[src/design/pure_pursuit_lookahead_target_assert.svh]
// ----------------------------------------------------------------------------
// pure pursuit lookahead target assertion macros
// property macros for implication checks, removable with ASSERT_OFF
// ----------------------------------------------------------------------------
`ifndef PURE_PURSUIT_LOOKAHEAD_TARGET_ASSERT_SVH
`define PURE_PURSUIT_LOOKAHEAD_TARGET_ASSERT_SVH

`ifndef ASSERT_OFF
`define PPLT_ASSERT_SAME(lbl, clk, rst_n, ante, cons) \
    lbl: assert property (@(posedge clk) disable iff (!rst_n) (ante) |-> (cons)) \
        else $error("assertion failed");
`define PPLT_ASSERT_NEXT(lbl, clk, rst_n, ante, cons) \
    lbl: assert property (@(posedge clk) disable iff (!rst_n) (ante) |=> (cons)) \
        else $error("assertion failed");
`else
`define PPLT_ASSERT_SAME(lbl, clk, rst_n, ante, cons)
`define PPLT_ASSERT_NEXT(lbl, clk, rst_n, ante, cons)
`endif

`endif

[src/design/pplt_pkg.sv]
// ----------------------------------------------------------------------------
// pplt_pkg
// shared types, codes and helpers of the pure pursuit lookahead target block
// ----------------------------------------------------------------------------
package pplt_pkg;

    localparam int MAX_POINTS_DEF     = 1024;
    localparam int HORIZON_POINTS_DEF = 100;
    localparam logic [30:0] LAD_RESET = 31'd327680;
    localparam int DSQ_W = 65;

    localparam logic [1:0] MODE_CLEAR  = 2'd0;
    localparam logic [1:0] MODE_APPEND = 2'd1;
    localparam logic [1:0] MODE_QUERY  = 2'd2;

    typedef struct packed {
        logic [1:0]         mode;
        logic signed [31:0] pos_x;
        logic signed [31:0] pos_y;
        logic signed [15:0] quat_w;
        logic signed [15:0] quat_x;
        logic signed [15:0] quat_y;
        logic signed [15:0] quat_z;
    } t_req;

    typedef struct packed {
        logic signed [31:0] target_local_x;
        logic signed [31:0] target_local_y;
        logic [9:0]         target_index;
        logic               path_present;
    } t_res;

    // magnitude of a 33 bit signed value known to stay below 2^32
    function automatic logic [31:0] mag33(input logic signed [32:0] v);
        logic [32:0] m;
        m = v[32] ? 33'(-v) : 33'(v);
        return m[31:0];
    endfunction

endpackage

[src/design/pplt_dist.sv]
// ----------------------------------------------------------------------------
// pplt_dist
// three stage squared distance pipeline with a passing tag
// ----------------------------------------------------------------------------
module pplt_dist import pplt_pkg::*; #(
    parameter int TAG_W = 2
) (
    input  logic               i_clk,
    input  logic               i_rst_n,
    input  logic               i_vld,
    input  logic [31:0]        i_tx,
    input  logic [31:0]        i_ty,
    input  logic [31:0]        i_px,
    input  logic [31:0]        i_py,
    input  logic [TAG_W-1:0]   i_tag,
    output logic               o_vld,
    output logic [DSQ_W-1:0]   o_dsq,
    output logic [TAG_W-1:0]   o_tag
);

    logic               r_vld_a, r_vld_b, r_vld_c;
    logic [TAG_W-1:0]   r_tag_a, r_tag_b, r_tag_c;
    logic [31:0]        r_mx, r_my;
    logic [63:0]        r_sx, r_sy;
    logic [DSQ_W-1:0]   r_dsq;
    logic signed [32:0] n_dx, n_dy;

    assign n_dx = $signed({i_tx[31], i_tx}) - $signed({i_px[31], i_px});
    assign n_dy = $signed({i_ty[31], i_ty}) - $signed({i_py[31], i_py});

    always_ff @(posedge i_clk) begin
        if (!i_rst_n) begin
            r_vld_a <= 1'b0;
            r_vld_b <= 1'b0;
            r_vld_c <= 1'b0;
        end else begin
            r_vld_a <= i_vld;
            r_vld_b <= r_vld_a;
            r_vld_c <= r_vld_b;
        end
    end

    always_ff @(posedge i_clk) begin
        r_mx    <= mag33(n_dx);
        r_my    <= mag33(n_dy);
        r_tag_a <= i_tag;
        r_sx    <= {32'd0, r_mx} * {32'd0, r_mx};
        r_sy    <= {32'd0, r_my} * {32'd0, r_my};
        r_tag_b <= r_tag_a;
        r_dsq   <= {1'b0, r_sx} + {1'b0, r_sy};
        r_tag_c <= r_tag_b;
    end

    assign o_vld = r_vld_c;
    assign o_dsq = r_dsq;
    assign o_tag = r_tag_c;

endmodule

[config.mk]
export PLATFORM = sky130hd
export DESIGN_NAME = pplt_dist
export DESIGN_NICKNAME = d
export VERILOG_FILES = /design/src/design/pure_pursuit_lookahead_target_assert.svh /design/src/design/pplt_pkg.sv /design/src/design/pplt_dist.sv
export SDC_FILE = /design/constraint.sdc
export NUM_CORES = 2
export LEC_CHECK = 0
export BUFFER_PORTS_ARGS = -buffer_cell sky130_fd_sc_hd__buf_4
export CAP_MARGIN = 25
export CORE_MARGIN = 1
export CORE_UTILIZATION = 61
export DETAILED_ROUTE_END_ITERATION = 12
export PLACE_DENSITY = 0.78
export RECOVER_POWER = 50
export SLEW_MARGIN = 10
export SYNTH_ARGS = -nofsm -noshare
export SYNTH_HDL_FRONTEND = slang
export SYNTH_SLANG_ARGS = --single-unit
[constraint.sdc]
create_clock -name i_clk -period 9.45 [get_ports i_clk]
set_input_delay 0.4725 -clock i_clk [delete_from_list [all_inputs] [get_ports i_clk]]
set_output_delay 0.4725 -clock i_clk [all_outputs]
set_load 0.01 [all_outputs]
; ---- Word level (Yosys, flattened, before mapping)
; Cells that the tools add are included.
; Widths: inputs -> output; s select.
[word_totals]
mem_count = 0
mem_bits_ro = 0
latch_bits = 0
in_bits = 133
register_bits = 266
word_cells = 20
ramBits = 0
out_inout_bits = 68
[op_classes]
eq_ne = 0
div = 0
n_reduce_logical = 0
shifts = 0
n_addsub = 5
multipliers = 2
order_cmp = 0
mux = 2
bitwise_logic = 0
[op_table]
columns = operator, count
row1 = $mul 32x32->64, 2
row2 = $sub 32x32->33, 2
row3 = $add 64x64->65, 1
row4 = $mux 32, 2
row5 = $neg 32->32, 2

; ---- Logic depth before layout (Yosys ltp)
[depth]
word_depth = 3
ltp_mapped = 32
depth_no_buf = 30

; ---- Worst setup path after synthesis
; OpenSTA, ideal clock, no wires.
[synth_path]
path_type = reg-to-reg
startpoint = register r_my[5]
endpoint = register r_sy[63]
t_required_ns = 9.322
setup_time_ns = 0.128
slack_ns = 1.636
arrival_time_ns = 7.686
period_less_slack_ns = 7.814
path_stages_with_launch = 28
path_cell_list = dfxtp_1 > clkbuf_1 > clkbuf_1 > nand2_1 > fa_1 > inv_1 > fa_1 > fa_1 > inv_1 > fa_1 > inv_1 > fa_1 > inv_1 > fa_1 > inv_1 > fa_1 > fa_1 > ha_1 > a21oi_1 > o21ai_0 > or3b_2 > a21oi_1 > o211ai_1 > a31o_2 > a221oi_4 > nor3_1 > a2111oi_2 > xnor2_1
[synth_between]
elab_chain_cells = 1
[synth_lines]
columns = element, line
row1 = from (decl), pplt_dist.sv:23  ; logic [31:0] r_mx, r_my;
row2 = from (signal assigned), pplt_dist.sv:45  ; r_my <= mag33(n_dy);
row3 = $mul 32x32->64, pplt_dist.sv:48  ; r_sy <= {32'd0, r_my} * {32'd0, r_my};
row4 = to (signal assigned), pplt_dist.sv:48
row5 = to (decl), pplt_dist.sv:24  ; logic [63:0] r_sx, r_sy;
; No other way between the ends.
; A chain may end at the register's enable or synchronous reset.

; ---- Worst setup path after layout
[layout_path]
startpoint = register r_my[23]
endpoint = register r_sy[63]
; The elaborated chain is that of the path after synthesis.

==> qor.txt <==
synthesis-to-layout area growth = 5.730%
final setup vio count = 0
H-tree Lvls = 1
WHS Path Cells = 2
GP Congestion = 0.9924
vias in the first global route = 58.12k
Hold Fails Final Rpt = 0
share of layout cells above drive strength 1 = 0.04798
Max Slew Vio Count = 0
most common cell after layout, fill and taps aside = inv_1
Cell variety after synth = 91
Max Cap Viol = 0
sequential area share after synthesis = 0.07304
syn_area_per_cell = 9.211 um^2
Startpoint Class = register
Post-CTS Setup Inserts = 0
Hold Crit Class = input port to register
total CTS buffers = 31
crit path DAT = 9.60 ns
vias per cell = 5.592
number of synthesized register bits = 264
critical-path maximum fanout = 15
Congestion Overflow GR = 0
Syn. warnings = 0
Worst-Margin Slew = 1.081 ns
Multi-input gate area = 58310 um^2
Critical Path RT = 9.97 ns
CTS Sinks = 264
die area = 120000 um^2
die width = 346.4 um
Starting Density = 0.6194
Post-synth EDFFs = 0
Mapped Nets = 10.30k
largest net degree at the start of global routing = 39
initial DRC count = 3492
Reg area = 5288 um^2
Final Critical Period = 9.075 ns
final clock skew = 0.05503 ns
global-route wire length before repair = 295.8 mm
TritonCTS clock tree = done
Critical Path End Type = register
post-route clock period utilization = 0.9604
num ports = 201
leading cell types in the layout, fill and taps excluded = inv_1, fa_1, ha_1
Cells after Synth = 7856
row count = 125
Detailed Routing Iterations Pass 1 = 6
maximum clock frequency = 0.1102 GHz
Post-synth top flop = dfxtp_1
# port buffers = 200
post-route DRC violation count = 0
Clock transition at path regs = 0.07 ns
asr flop ratio synth = 0
hpwl dp = 153.0 mm
GR Util All Layers = 0.3116
Antenna Nets Post-Route = 0
Vias = 53.05k
fin nets = 10.38k
Routed WL = 180.7 mm
Cell Area, Synth = 72360 um^2
outcome = completed
core area = 116800 um^2
share of the synthesized area in the top cell type = 0.4393
CTS max path bufs = 3
Root Driver = clkbuf_16
Die Y = 346.4 um
R2R cell count = 24
Relative slew margins = 0.2791
FILL cells = 9434
clock latency on the worst-skew pair = 0.66 ns
Fin Setup TNS = 0 ns
WS Path Type = register to register
unrepaired setup endpoints after global routing = no
WL/cell = 19.05 um
number of antenna violations at the first check in global routing = 5
top cells by area, synth = fa_1, ha_1, inv_1
Synth area leader = fa_1
## registers in the layout, summed over array words and instances (netlist names)
name / cells
r_vld_b: 1
o_tag: 2
o_dsq: 65
r_mx: 32
r_sx: 63
r_sy: 63
r_tag_b: 2
r_tag_a: 2
r_my: 32
r_vld_a: 1
o_vld: 1
## critical path: stages (launching register included)
cell	delay, ns
dfxtp_1	0.94
nand2_1	0.33
inv_1	0.16
fa_1	0.46
fa_1	0.54
fa_1	0.55
inv_1	0.06
fa_1	0.48
inv_1	0.06
fa_1	0.48
fa_1	0.56
fa_1	0.42
fa_1	0.44
ha_1	0.38
a21o_1	0.21
a21o_1	0.16
a21oi_1	0.34
o211ai_1	0.15
a21oi_1	0.42
o211ai_1	0.40
a31o_2	0.40
a221oi_4	0.34
nor3_1	0.13
a2111oi_2	0.39
xnor2_1	0.13
## Yosys cell counts, drive strengths merged (6+ instances only)
library cell	number
o21a	35
a41oi	9
dfxtp	264
nand4	45
a211oi	25
nor2b	49
xnor2	223
nor3	48
fa	1588
a21o	165
and3	32
a31oi	41
clkbuf	265
o41ai	7
a21oi	244
a221o	7
o21ai	158
a31o	33
nand2b	26
nand3	60
nor3b	7
a221oi	12
o31ai	19
and2	467
nor4	15
a21boi	10
o211ai	24
mux2i	9
nor2	247
ha	722
o21bai	36
inv	2051
xor2	138
and4	8
nand2	644
or3	19
buf	7
a2111oi	6
or2	19
## area by class of cell
type,count,share of cell area
inverters,2053,0.1007
flip-flops and latches,264,0.06911
clock inverters,23,0.003631
multi-input cells,5267,0.7622
diodes,2,0.00006542
repair buffers,319,0.02846
well taps,1524,0.02492
clock buffers,35,0.01086
## final timing paths
kind         startpoint        to  slack [ns]
max            r_my[23]  r_sy[63]        0.37
min               i_vld   r_vld_a        0.08
max reg2reg    r_my[23]  r_sy[63]        0.37
min reg2reg  r_tag_b[0]  o_tag[0]        0.33
## layer usage
metal,track usage,up-vias,share of wire
met1,0.4006,26720,0.39
met4,0.1160,4,0.044
met3,0.04942,495,0.077
met5,0,-,0.00013
met2,0.5307,1988,0.49
li1,-,23850,-
## stage by stage
step	hold slack (ns)	util	cells	setup slack, ns	cell area, um^2
final	0.07568	0.6548	9487	0.3746	76510
after global routing	0.08001	0.6548	9485	0.03226	76500
after CTS	0.05204	0.6570	9482	0.3831	76750
after detailed placement	0.3147	0.6473	9422	0.4453	75630
after global placement	0.3118	0.6472	9420	0.2747	75610
after floorplan	0.3096	-	7856	1.636	72360
## logic make-up after synthesis
group / Yosys count / synth area share
compound gates: 876 / 0.07949
buf+inv: 2325 / 0.1207
fa+ha+maj: 2310 / 0.5642
mux: 14 / 0.002023
xor+xnor: 361 / 0.04370
simple gates: 1706 / 0.1169
flops: 264 / 0.07304
## timing repair
action,4_1_cts,5_1_grt
hold buffers,2,0
setup endpoints to repair,0,2
endpoints found under the hold margin,2,0
resized for setup,0,2
Power is not shown: default switching activity piles up to over one toggle a cycle in this logic, so the estimate is an artifact.
