--- src/design/pure_pursuit_lookahead_target_assert.svh ---
// ----------------------------------------------------------------------------
// pure pursuit lookahead target assertion macros
// property macros for implication checks, removable with ASSERT_OFF
// ----------------------------------------------------------------------------
`ifndef PURE_PURSUIT_LOOKAHEAD_TARGET_ASSERT_SVH
`define PURE_PURSUIT_LOOKAHEAD_TARGET_ASSERT_SVH

`ifndef ASSERT_OFF
`define PPLT_ASSERT_SAME(lbl, clk, rst_n, ante, cons) \
    lbl: assert property (@(posedge clk) disable iff (!rst_n) (ante) |-> (cons)) \
        else $error("assertion failed");
`define PPLT_ASSERT_NEXT(lbl, clk, rst_n, ante, cons) \
    lbl: assert property (@(posedge clk) disable iff (!rst_n) (ante) |=> (cons)) \
        else $error("assertion failed");
`else
`define PPLT_ASSERT_SAME(lbl, clk, rst_n, ante, cons)
`define PPLT_ASSERT_NEXT(lbl, clk, rst_n, ante, cons)
`endif

`endif

--- src/design/pplt_pkg.sv ---
// ----------------------------------------------------------------------------
// pplt_pkg
// shared types, codes and helpers of the pure pursuit lookahead target block
// ----------------------------------------------------------------------------
package pplt_pkg;

    localparam int MAX_POINTS_DEF     = 1024;
    localparam int HORIZON_POINTS_DEF = 100;
    localparam logic [30:0] LAD_RESET = 31'd327680;
    localparam int DSQ_W = 65;

    localparam logic [1:0] MODE_CLEAR  = 2'd0;
    localparam logic [1:0] MODE_APPEND = 2'd1;
    localparam logic [1:0] MODE_QUERY  = 2'd2;

    typedef struct packed {
        logic [1:0]         mode;
        logic signed [31:0] pos_x;
        logic signed [31:0] pos_y;
        logic signed [15:0] quat_w;
        logic signed [15:0] quat_x;
        logic signed [15:0] quat_y;
        logic signed [15:0] quat_z;
    } t_req;

    typedef struct packed {
        logic signed [31:0] target_local_x;
        logic signed [31:0] target_local_y;
        logic [9:0]         target_index;
        logic               path_present;
    } t_res;

    // magnitude of a 33 bit signed value known to stay below 2^32
    function automatic logic [31:0] mag33(input logic signed [32:0] v);
        logic [32:0] m;
        m = v[32] ? 33'(-v) : 33'(v);
        return m[31:0];
    endfunction

endpackage

--- src/design/pplt_rotate.sv ---
// ----------------------------------------------------------------------------
// pplt_rotate
// rotates an offset by a cosine and sine pair with one shared multiplier
// ----------------------------------------------------------------------------
module pplt_rotate import pplt_pkg::*; (
    input  logic               i_clk,
    input  logic               i_rst_n,
    input  logic               i_start,
    input  logic signed [32:0] i_dx,
    input  logic signed [32:0] i_dy,
    input  logic signed [31:0] i_cos,
    input  logic signed [31:0] i_sin,
    output logic               o_done,
    output logic signed [31:0] o_x,
    output logic signed [31:0] o_y
);

    logic               r_busy, r_done;
    logic [2:0]         r_step;
    logic [63:0]        r_prod;
    logic               r_pneg;
    logic signed [65:0] r_acc_x, r_acc_y;

    logic signed [32:0] n_d;
    logic signed [31:0] n_c;
    logic               n_sub;
    logic [31:0]        n_md, n_mc;
    logic signed [65:0] n_term;

    always_comb begin
        case (r_step)
            3'd0:    begin n_d = i_dx; n_c = i_cos; n_sub = 1'b0; end
            3'd1:    begin n_d = i_dy; n_c = i_sin; n_sub = 1'b0; end
            3'd2:    begin n_d = i_dy; n_c = i_cos; n_sub = 1'b0; end
            default: begin n_d = i_dx; n_c = i_sin; n_sub = 1'b1; end
        endcase
    end

    assign n_md   = mag33(n_d);
    assign n_mc   = mag33(33'(n_c));
    assign n_term = r_pneg ? -$signed({2'b00, r_prod}) : $signed({2'b00, r_prod});

    always_ff @(posedge i_clk) begin
        if (!i_rst_n) begin
            r_busy <= 1'b0;
            r_done <= 1'b0;
            r_step <= 3'd0;
        end else if (i_start) begin
            r_busy <= 1'b1;
            r_done <= 1'b0;
            r_step <= 3'd0;
        end else if (r_busy) begin
            r_step <= r_step + 3'd1;
            if (r_step == 3'd4) begin
                r_busy <= 1'b0;
                r_done <= 1'b1;
            end
        end
    end

    always_ff @(posedge i_clk) begin
        if (i_start) begin
            r_acc_x <= 66'sd0;
            r_acc_y <= 66'sd0;
        end else if (r_busy) begin
            r_prod <= {32'd0, n_md} * {32'd0, n_mc};
            r_pneg <= n_d[32] ^ n_c[31] ^ n_sub;
            if (r_step == 3'd1 || r_step == 3'd2) begin
                r_acc_x <= r_acc_x + n_term;
            end
            if (r_step == 3'd3 || r_step == 3'd4) begin
                r_acc_y <= r_acc_y + n_term;
            end
        end
    end

    function automatic logic signed [31:0] round_sat(input logic signed [65:0] v);
        logic signed [65:0] t;
        logic signed [65:0] q;
        t = v + 66'sd536870912;
        q = t >>> 30;
        if (!q[65] && q[64:31] != 34'd0) return 32'sh7fffffff;
        if (q[65] && q[64:31] != {34{1'b1}}) return 32'sh80000000;
        return q[31:0];
    endfunction

    assign o_done = r_done;
    assign o_x    = round_sat(r_acc_x);
    assign o_y    = round_sat(r_acc_y);

endmodule
--- config.mk ---
export PLATFORM = sky130hd
export DESIGN_NAME = pplt_rotate
export DESIGN_NICKNAME = d
export VERILOG_FILES = /design/src/design/pure_pursuit_lookahead_target_assert.svh /design/src/design/pplt_pkg.sv /design/src/design/pplt_rotate.sv
export SDC_FILE = /design/constraint.sdc
export NUM_CORES = 2
export LEC_CHECK = 0
export BUFFER_PORTS_ARGS = -buffer_cell sky130_fd_sc_hd__buf_2
export CAP_MARGIN = 20
export CORE_MARGIN = 4
export CORE_UTILIZATION = 60
export DETAILED_ROUTE_END_ITERATION = 16
export GPL_ROUTABILITY_DRIVEN = 0
export MAX_ROUTING_LAYER = met4
export PLACE_DENSITY = 0.78
export SETUP_SLACK_MARGIN = 0.2
export SYNTH_ARGS = -nofsm -noshare
export SYNTH_HDL_FRONTEND = slang
export SYNTH_SLANG_ARGS = --single-unit
--- constraint.sdc ---
create_clock -name i_clk -period 27.7 [get_ports i_clk]
set_clock_uncertainty 0.05 [all_clocks]
set_input_delay 1.385 -clock i_clk [delete_from_list [all_inputs] [get_ports i_clk]]
set_output_delay 1.385 -clock i_clk [all_outputs]
set_load 0.05 [all_outputs]
Word-level counts from Yosys, hierarchy flattened
Cells that the tools add are included.
{"block": "word_totals", "ff_bits": 202, "inputBits": 133, "output_inout_bits": 65, "wordCells": 68}
{"block": "classes", "n_addsub": 8, "mul": 1, "eq_ne": 6, "mux": 23, "n_bitwise": 4, "n_reduce_logical": 19}
{"op": "$mux 32", "n": 11}
{"op": "$add 66x31->66 const B", "n": 2}
{"op": "$add 66x66->66", "n": 2}
{"op": "$ne 34x34->1 const B", "n": 2}
{"op": "$reduce_bool 34->1", "n": 2}
{"op": "$mux 66", "n": 1}
{"op": "$neg 64->66", "n": 1}
{"op": "$mul 32x32->64", "n": 1}
{"op": "$neg 32->32", "n": 2}
{"op": "$mux 33", "n": 1}
{"op": "$mux 1", "n": 10}
{"op": "$reduce_and 2->1", "n": 4}
{"op": "$eq 3x2->1 const B", "n": 2}
{"op": "$reduce_or 2->1", "n": 3}
{"op": "$logic_and 1x1->1", "n": 4}
{"op": "$add 3x1->3 const B", "n": 1}
{"op": "$eq 3x1->1 const B", "n": 1}
{"op": "$eq 3x3->1 const B", "n": 1}
{"op": "$logic_not 3->1", "n": 1}
{"op": "$reduce_or 3->1", "n": 1}
{"op": "$logic_not 1->1", "n": 2}
{"op": "$logic_or 1x1->1", "n": 2}
{"op": "$not 1->1", "n": 2}
{"op": "$xor 1x1->1", "n": 2}

Longest topological paths before layout
{"block": "depth", "depth_word": 7, "ltp_mapped": 48, "mapped_depth_nobuf": 45}

Worst setup path after synthesis
Ideal clock, no wire load.
{"block": "synth_timing", "path_type": "input-to-reg", "from": "in i_dx[0]", "to": "reg r_prod[58] (data pin)", "setup_ns": 0.260, "arrival_ns": 10.808, "required_ns": 27.390, "path_slack_ns": 16.583, "cell_stages": 39, "n_path_buf": 4, "path_cell_list": "nand2_1 > nand2_1 > inv_2 > buf_1 > ha_1 > nand4_1 > nor2_1 > o21ai_0 > nor2_1 > nand3_1 > nor3_1 > a31o_2 > xor2_1 > clkbuf_1 > clkbuf_1 > nand2_1 > fa_1 > fa_1 > [3 not listed] > fa_1 > inv_1 > fa_1 > fa_1 > inv_1 > fa_1 > fa_1 > inv_1 > ha_1 > clkbuf_1 > nand4_1 > or3_1 > a2111o_1 > a31oi_1 > a41oi_1 > o31ai_1 > a31oi_1 > xnor2_1"}
{"block": "synth_via", "elab_chain_cells": 4}
{"item": "from (decl)", "line": "pplt_rotate.sv:9", "text": "input logic signed [32:0] i_dx,"}
{"item": "$mux 33 *", "line": "pplt_rotate.sv:31", "text": "case (r_step)"}
{"item": "$neg 32->32", "line": "pplt_pkg.sv:36", "text": "m = v[32] ? 33'(-v) : 33'(v);"}
{"item": "$mux 32 *", "line": "pplt_pkg.sv:36"}
{"item": "$mul 32x32->64 *", "line": "pplt_rotate.sv:66", "text": "r_prod <= {32'd0, n_md} * {32'd0, n_mc};"}
{"item": "to (signal assigned)", "line": "pplt_rotate.sv:66"}
{"item": "to (decl)", "line": "pplt_rotate.sv:20", "text": "logic [63:0] r_prod;"}
Mark *: on every way between the ends. The rest lies on a longest branch, timed or not.
A chain may end at the register's enable or synchronous reset.

Worst setup path after layout
{"block": "layout_timing", "from": "reg r_step[0]", "to": "reg r_prod[58] (data pin)"}
{"block": "layout_via", "elab_chain_cells": 6, "elab_cells_between_ends": 12, "classes_between": "2 x add/sub; 1 x mul; 2 x eq/ne; 4 x mux; 3 x reduce/logical"}
{"item": "from (decl)", "line": "pplt_rotate.sv:19", "text": "logic [2:0] r_step;"}
{"item": "from (signal assigned)", "line": "pplt_rotate.sv:53", "text": "r_step <= r_step + 3'd1;"}
{"item": "$eq 3x1->1, or another cell as far along", "line": "pplt_rotate.sv:31"}
{"item": "$reduce_or 2->1 (no line)"}
{"item": "$mux 33 / $mux 32 (equally long branches)", "line": "pplt_rotate.sv:31"}
{"item": "$neg 32->32", "line": "pplt_pkg.sv:36"}
{"item": "$mux 32", "line": "pplt_pkg.sv:36"}
{"item": "$mul 32x32->64 *", "line": "pplt_rotate.sv:66"}
Marks and branches as above.

==> Flow_metrics.wiki <==
{| class="wikitable"
! Metric !! Value
|-
| Status || finished clean
|-
| Post-synthesis cell area || ~52000 sq um
|-
| Worst-case hold slack || 407 ps
|-
| Final layout net count || 7810
|-
| Slew Limit Fails || 0
|-
| Capturing point of the worst reg2reg path || r_prod[58]
|-
| CP arrival || between 10000 and 15000 ps
|-
| DRT iter0 DRCs || a little over 5000
|-
| Critical Path End Type || register
|-
| Final HPWL DP || 132000 um
|-
| Most frequent standard cell in the layout excluding fill and tap cells || inv_1
|-
| Start-to-end type of the worst setup path || register to register
|-
| Number of vias per cell after detailed routing || 6.18
|-
| Maximum clock path buffer count || 3
|-
| Crit path max fanout || 59
|-
| Achievable Freq || ~79 MHz
|-
| # H-tree levels || 1
|-
| Share of cells above drive strength 1 || under 10%
|-
| Antenna violations before repair || 2
|-
| DRC Markers || 0
|-
| Clock latency reported for the late side of the worst-skew pair || between 500 and 600 ps
|-
| Post-synth cell types || 80
|-
| Met2 Routed Length || ~70000 um
|-
| Count of input and output buffers || 197
|-
| Clock tree from TritonCTS || yes
|-
| Setup repair after global routing missed its margin || no
|-
| Transition at the pin with the smallest max-transition slack || 1180 ps
|-
| Number of flops mapped to enable cells by yosys || 65
|-
| CP bufs+invs || 5
|-
| Die area || roughly 91000 sq um
|-
| Register area share after synthesis || about 9.0%
|-
| Number of cells produced by synthesis || 6336
|-
| Critical path depth in cells || 33
|-
| Startpoint kind of the worst setup timing path || register
|-
| Wire length the detailed router placed on met1 || around 59000 um
|-
| Syn avg cell area || between 8 and 9 sq um
|-
| Initial Util || between 60% and 70%
|-
| Most used flip-flop cell after synthesis || dfxtp_1
|-
| Highest-count cells in the layout ignoring fill and taps || inv_1 (958), fa_1 (898), nand2_1 (813)
|-
| Setup Total Neg Slack || 0 ps
|-
| Met3 routed WL || approximately 22000 um
|-
| Row count || 107
|-
| Core Box Area || 85500 sq um
|-
| DRT Wirelength || approximately 170000 um
|-
| Via count || approximately 47000
|-
| GRT Overall Usage || a little under two fifths
|-
| Cell at the slowest stage of the critical path || xor2_2
|-
| Vias in the first global route || roughly 47000
|-
| TritonCTS Buffers || 23
|-
| Maximum number of pins on one net before global-route repair || slightly below 70
|-
| Setup fix buffers added after clock tree synthesis || 0
|-
| Pre-antenna DRT Iters || 7
|-
| Final critical-path setup slack || around 15000 ps
|-
| R2r startpoint || r_step[0]
|-
| Max-slew headroom || about a fifth
|-
| Worst path top cell family by delay || adder cells
|-
| Synthesized Nets || between 7000 and 8000
|-
| Wire length of the first global-routing pass || between 200000 and 300000 um
|-
| Number of sinks on the clock net || 202
|-
| CTS root buffer || clkbuf_16
|-
| Hold Violations, Final || 0
|-
| Setup violation total in the final timing report || 0
|-
| Maximum capacitance violations || 0
|-
| Layout area overhead || 6.63%
|-
| Crit path time final || 12670 ps
|-
| I/O pin count || 198
|-
| Avg WL per Cell || approximately 22 um
|-
| Timing startpoint of the critical path || r_step[0]
|-
| Worst slack, placed || approximately 15000 ps
|-
| Die outline width || 302 um
|-
| HP Class || register to register
|-
| Number of register bits inferred by synthesis || 202
|-
| Count of instances resized after the clock tree is built || 0
|-
| Worst R2R Path Depth || 33
|-
| Overflow left after global routing || 0
|-
| Crit path largest cell delay || around 840 ps
|-
| Yosys warns || 0
|-
| Last element of the critical path || r_prod[58]
|-
| Most frequent CP cell || fa_1
|-
| Die boundary height || a little over 300 um
|-
| Post-CTS clock slew at the launch and capture registers of the worst setup and hold paths || about 60 ps
|-
| Number of inserted filler cells in the final layout || 7114
|-
| Setup slack of the worst register-to-register path || 15030 ps
|-
| Async SR Flop Fraction || 0%
|-
| Data required time at the worst endpoint || between 20000 and 30000 ps
|-
| Antenna Violating Nets Remaining || 0
|-
| Number of buffers inserted for hold repair after clock tree synthesis || 0
|-
| DR top layer || met4
|-
| Final cycle utilization of the critical path || 45.7%
|}
area by class of cell:
class / instances / area, sq um / share of cell area [%]
Multi-Input combinational cell: 4866 / 43000 / 77.5
Sequential cell: 202 / 4690 / 8.46
Inverter: 960 / 3600 / 6.50
Timing Repair Buffer: 324 / 1960 / 3.54
Tap cell: 1144 / 1430 / 2.58
Clock buffer: 29 / 608 / 1.10
Clock inverter: 13 / 146 / 0.264
Antenna cell: 4 / 10.0 / 0.0180
through the flow:
| step | utilization (%) | instance area [sq um] | std cells |
|---|---|---|---|
| 2_1_floorplan | - | 52000 | 6336 |
| 3_3_place_gp | 63.9 | 54700 | 7491 |
| 3_5_place_dp | 63.9 | 54700 | 7493 |
| 4_1_cts | 64.8 | 55400 | 7535 |
| 5_1_grt | 64.8 | 55500 | 7540 |
| 6_report | 64.9 | 55500 | 7542 |
registers in the layout (all words and copies together), names as in the netlist:
register	flops
r_acc_x	66
r_acc_y	66
r_prod	64
r_step	3
o_done	1
r_busy	1
r_pneg	1
cell families (layout without fill, tap and decap cells):
family	after synthesis	in the layout	share of synthesized area [%]
muxes	68	68	1.32
DFF	202	202	9.02
adders and majority gates	1300	1300	44.2
xor gates and xnor gates	415	415	6.99
AOI/OAI and AO/OA	1025	1025	12.2
and+or+nand+nor	2058	2058	17.1
other	0	4	0
buffers and inverters	1268	1326	9.18
worst min-delay path by stage:
stage,to,depth (start not counted),start
after floorplan,r_acc_x[11],2,r_acc_x[11]
after global placement,r_acc_x[4],2,r_acc_x[4]
after detailed placement,r_acc_y[18],2,r_acc_y[18]
after CTS,r_acc_x[21],2,r_acc_x[21]
after global routing,r_acc_x[26],2,r_acc_x[26]
final,r_acc_x[12],2,r_acc_x[12]
Yosys cell counts, types with 6 or more instances:
cell type  number  area share, %
and4_1         13           0.22
nand3_1        82           0.79
dfxtp_1       137            5.3
nand4_1        77           0.93
and2_1         27           0.32
nand3b_1        8           0.12
edfxtp_1       65            3.8
nand2_1       815            5.9
xnor2_1       260            4.4
o21bai_1       31           0.45
a41oi_1         8           0.13
a22o_1         12           0.20
o21a_1         25           0.36
or4_1          22           0.32
nor2b_1        29           0.35
fa_1          898             35
o31a_1          6           0.10
a211o_1         7           0.12
a211oi_1       22           0.32
nor3_1         69           0.66
inv_1         958            6.9
nand2b_1       34           0.41
clkbuf_1      292            2.1
mux2i_1        65            1.3
xor2_1        155            2.6
o211ai_1       19           0.27
a21o_1        137            2.0
o21ai_0       231            2.2
a31o_2          8           0.13
a31oi_1        34           0.41
or2_2          15           0.18
ha_1          402            9.7
nor4_1         19           0.23
o22ai_1         8          0.096
a221oi_1        6           0.10
a21oi_1       360            3.5
o31ai_1        43           0.62
buf_1          14           0.10
o41ai_1        13           0.22
a21boi_0        9           0.13
or3_1          27           0.32
and3_1         40           0.48
nor2_1        758            5.5
layer usage:
metal	global-route usage, %	up-vias
met1	44.3	22239
li1	-	20343
met4	24.6	0
met5	-	-
met2	56.8	3111
met3	11.1	885
tightest hold or removal path, stage by stage, from the launching register on:
cell and delay, ps:
dfxtp_1 310, nand2_1 50, a21oi_1 50
Power is left out: the tool's default activity adds up to more than one toggle a clock period on the data nets, which glitch-free logic cannot reach.
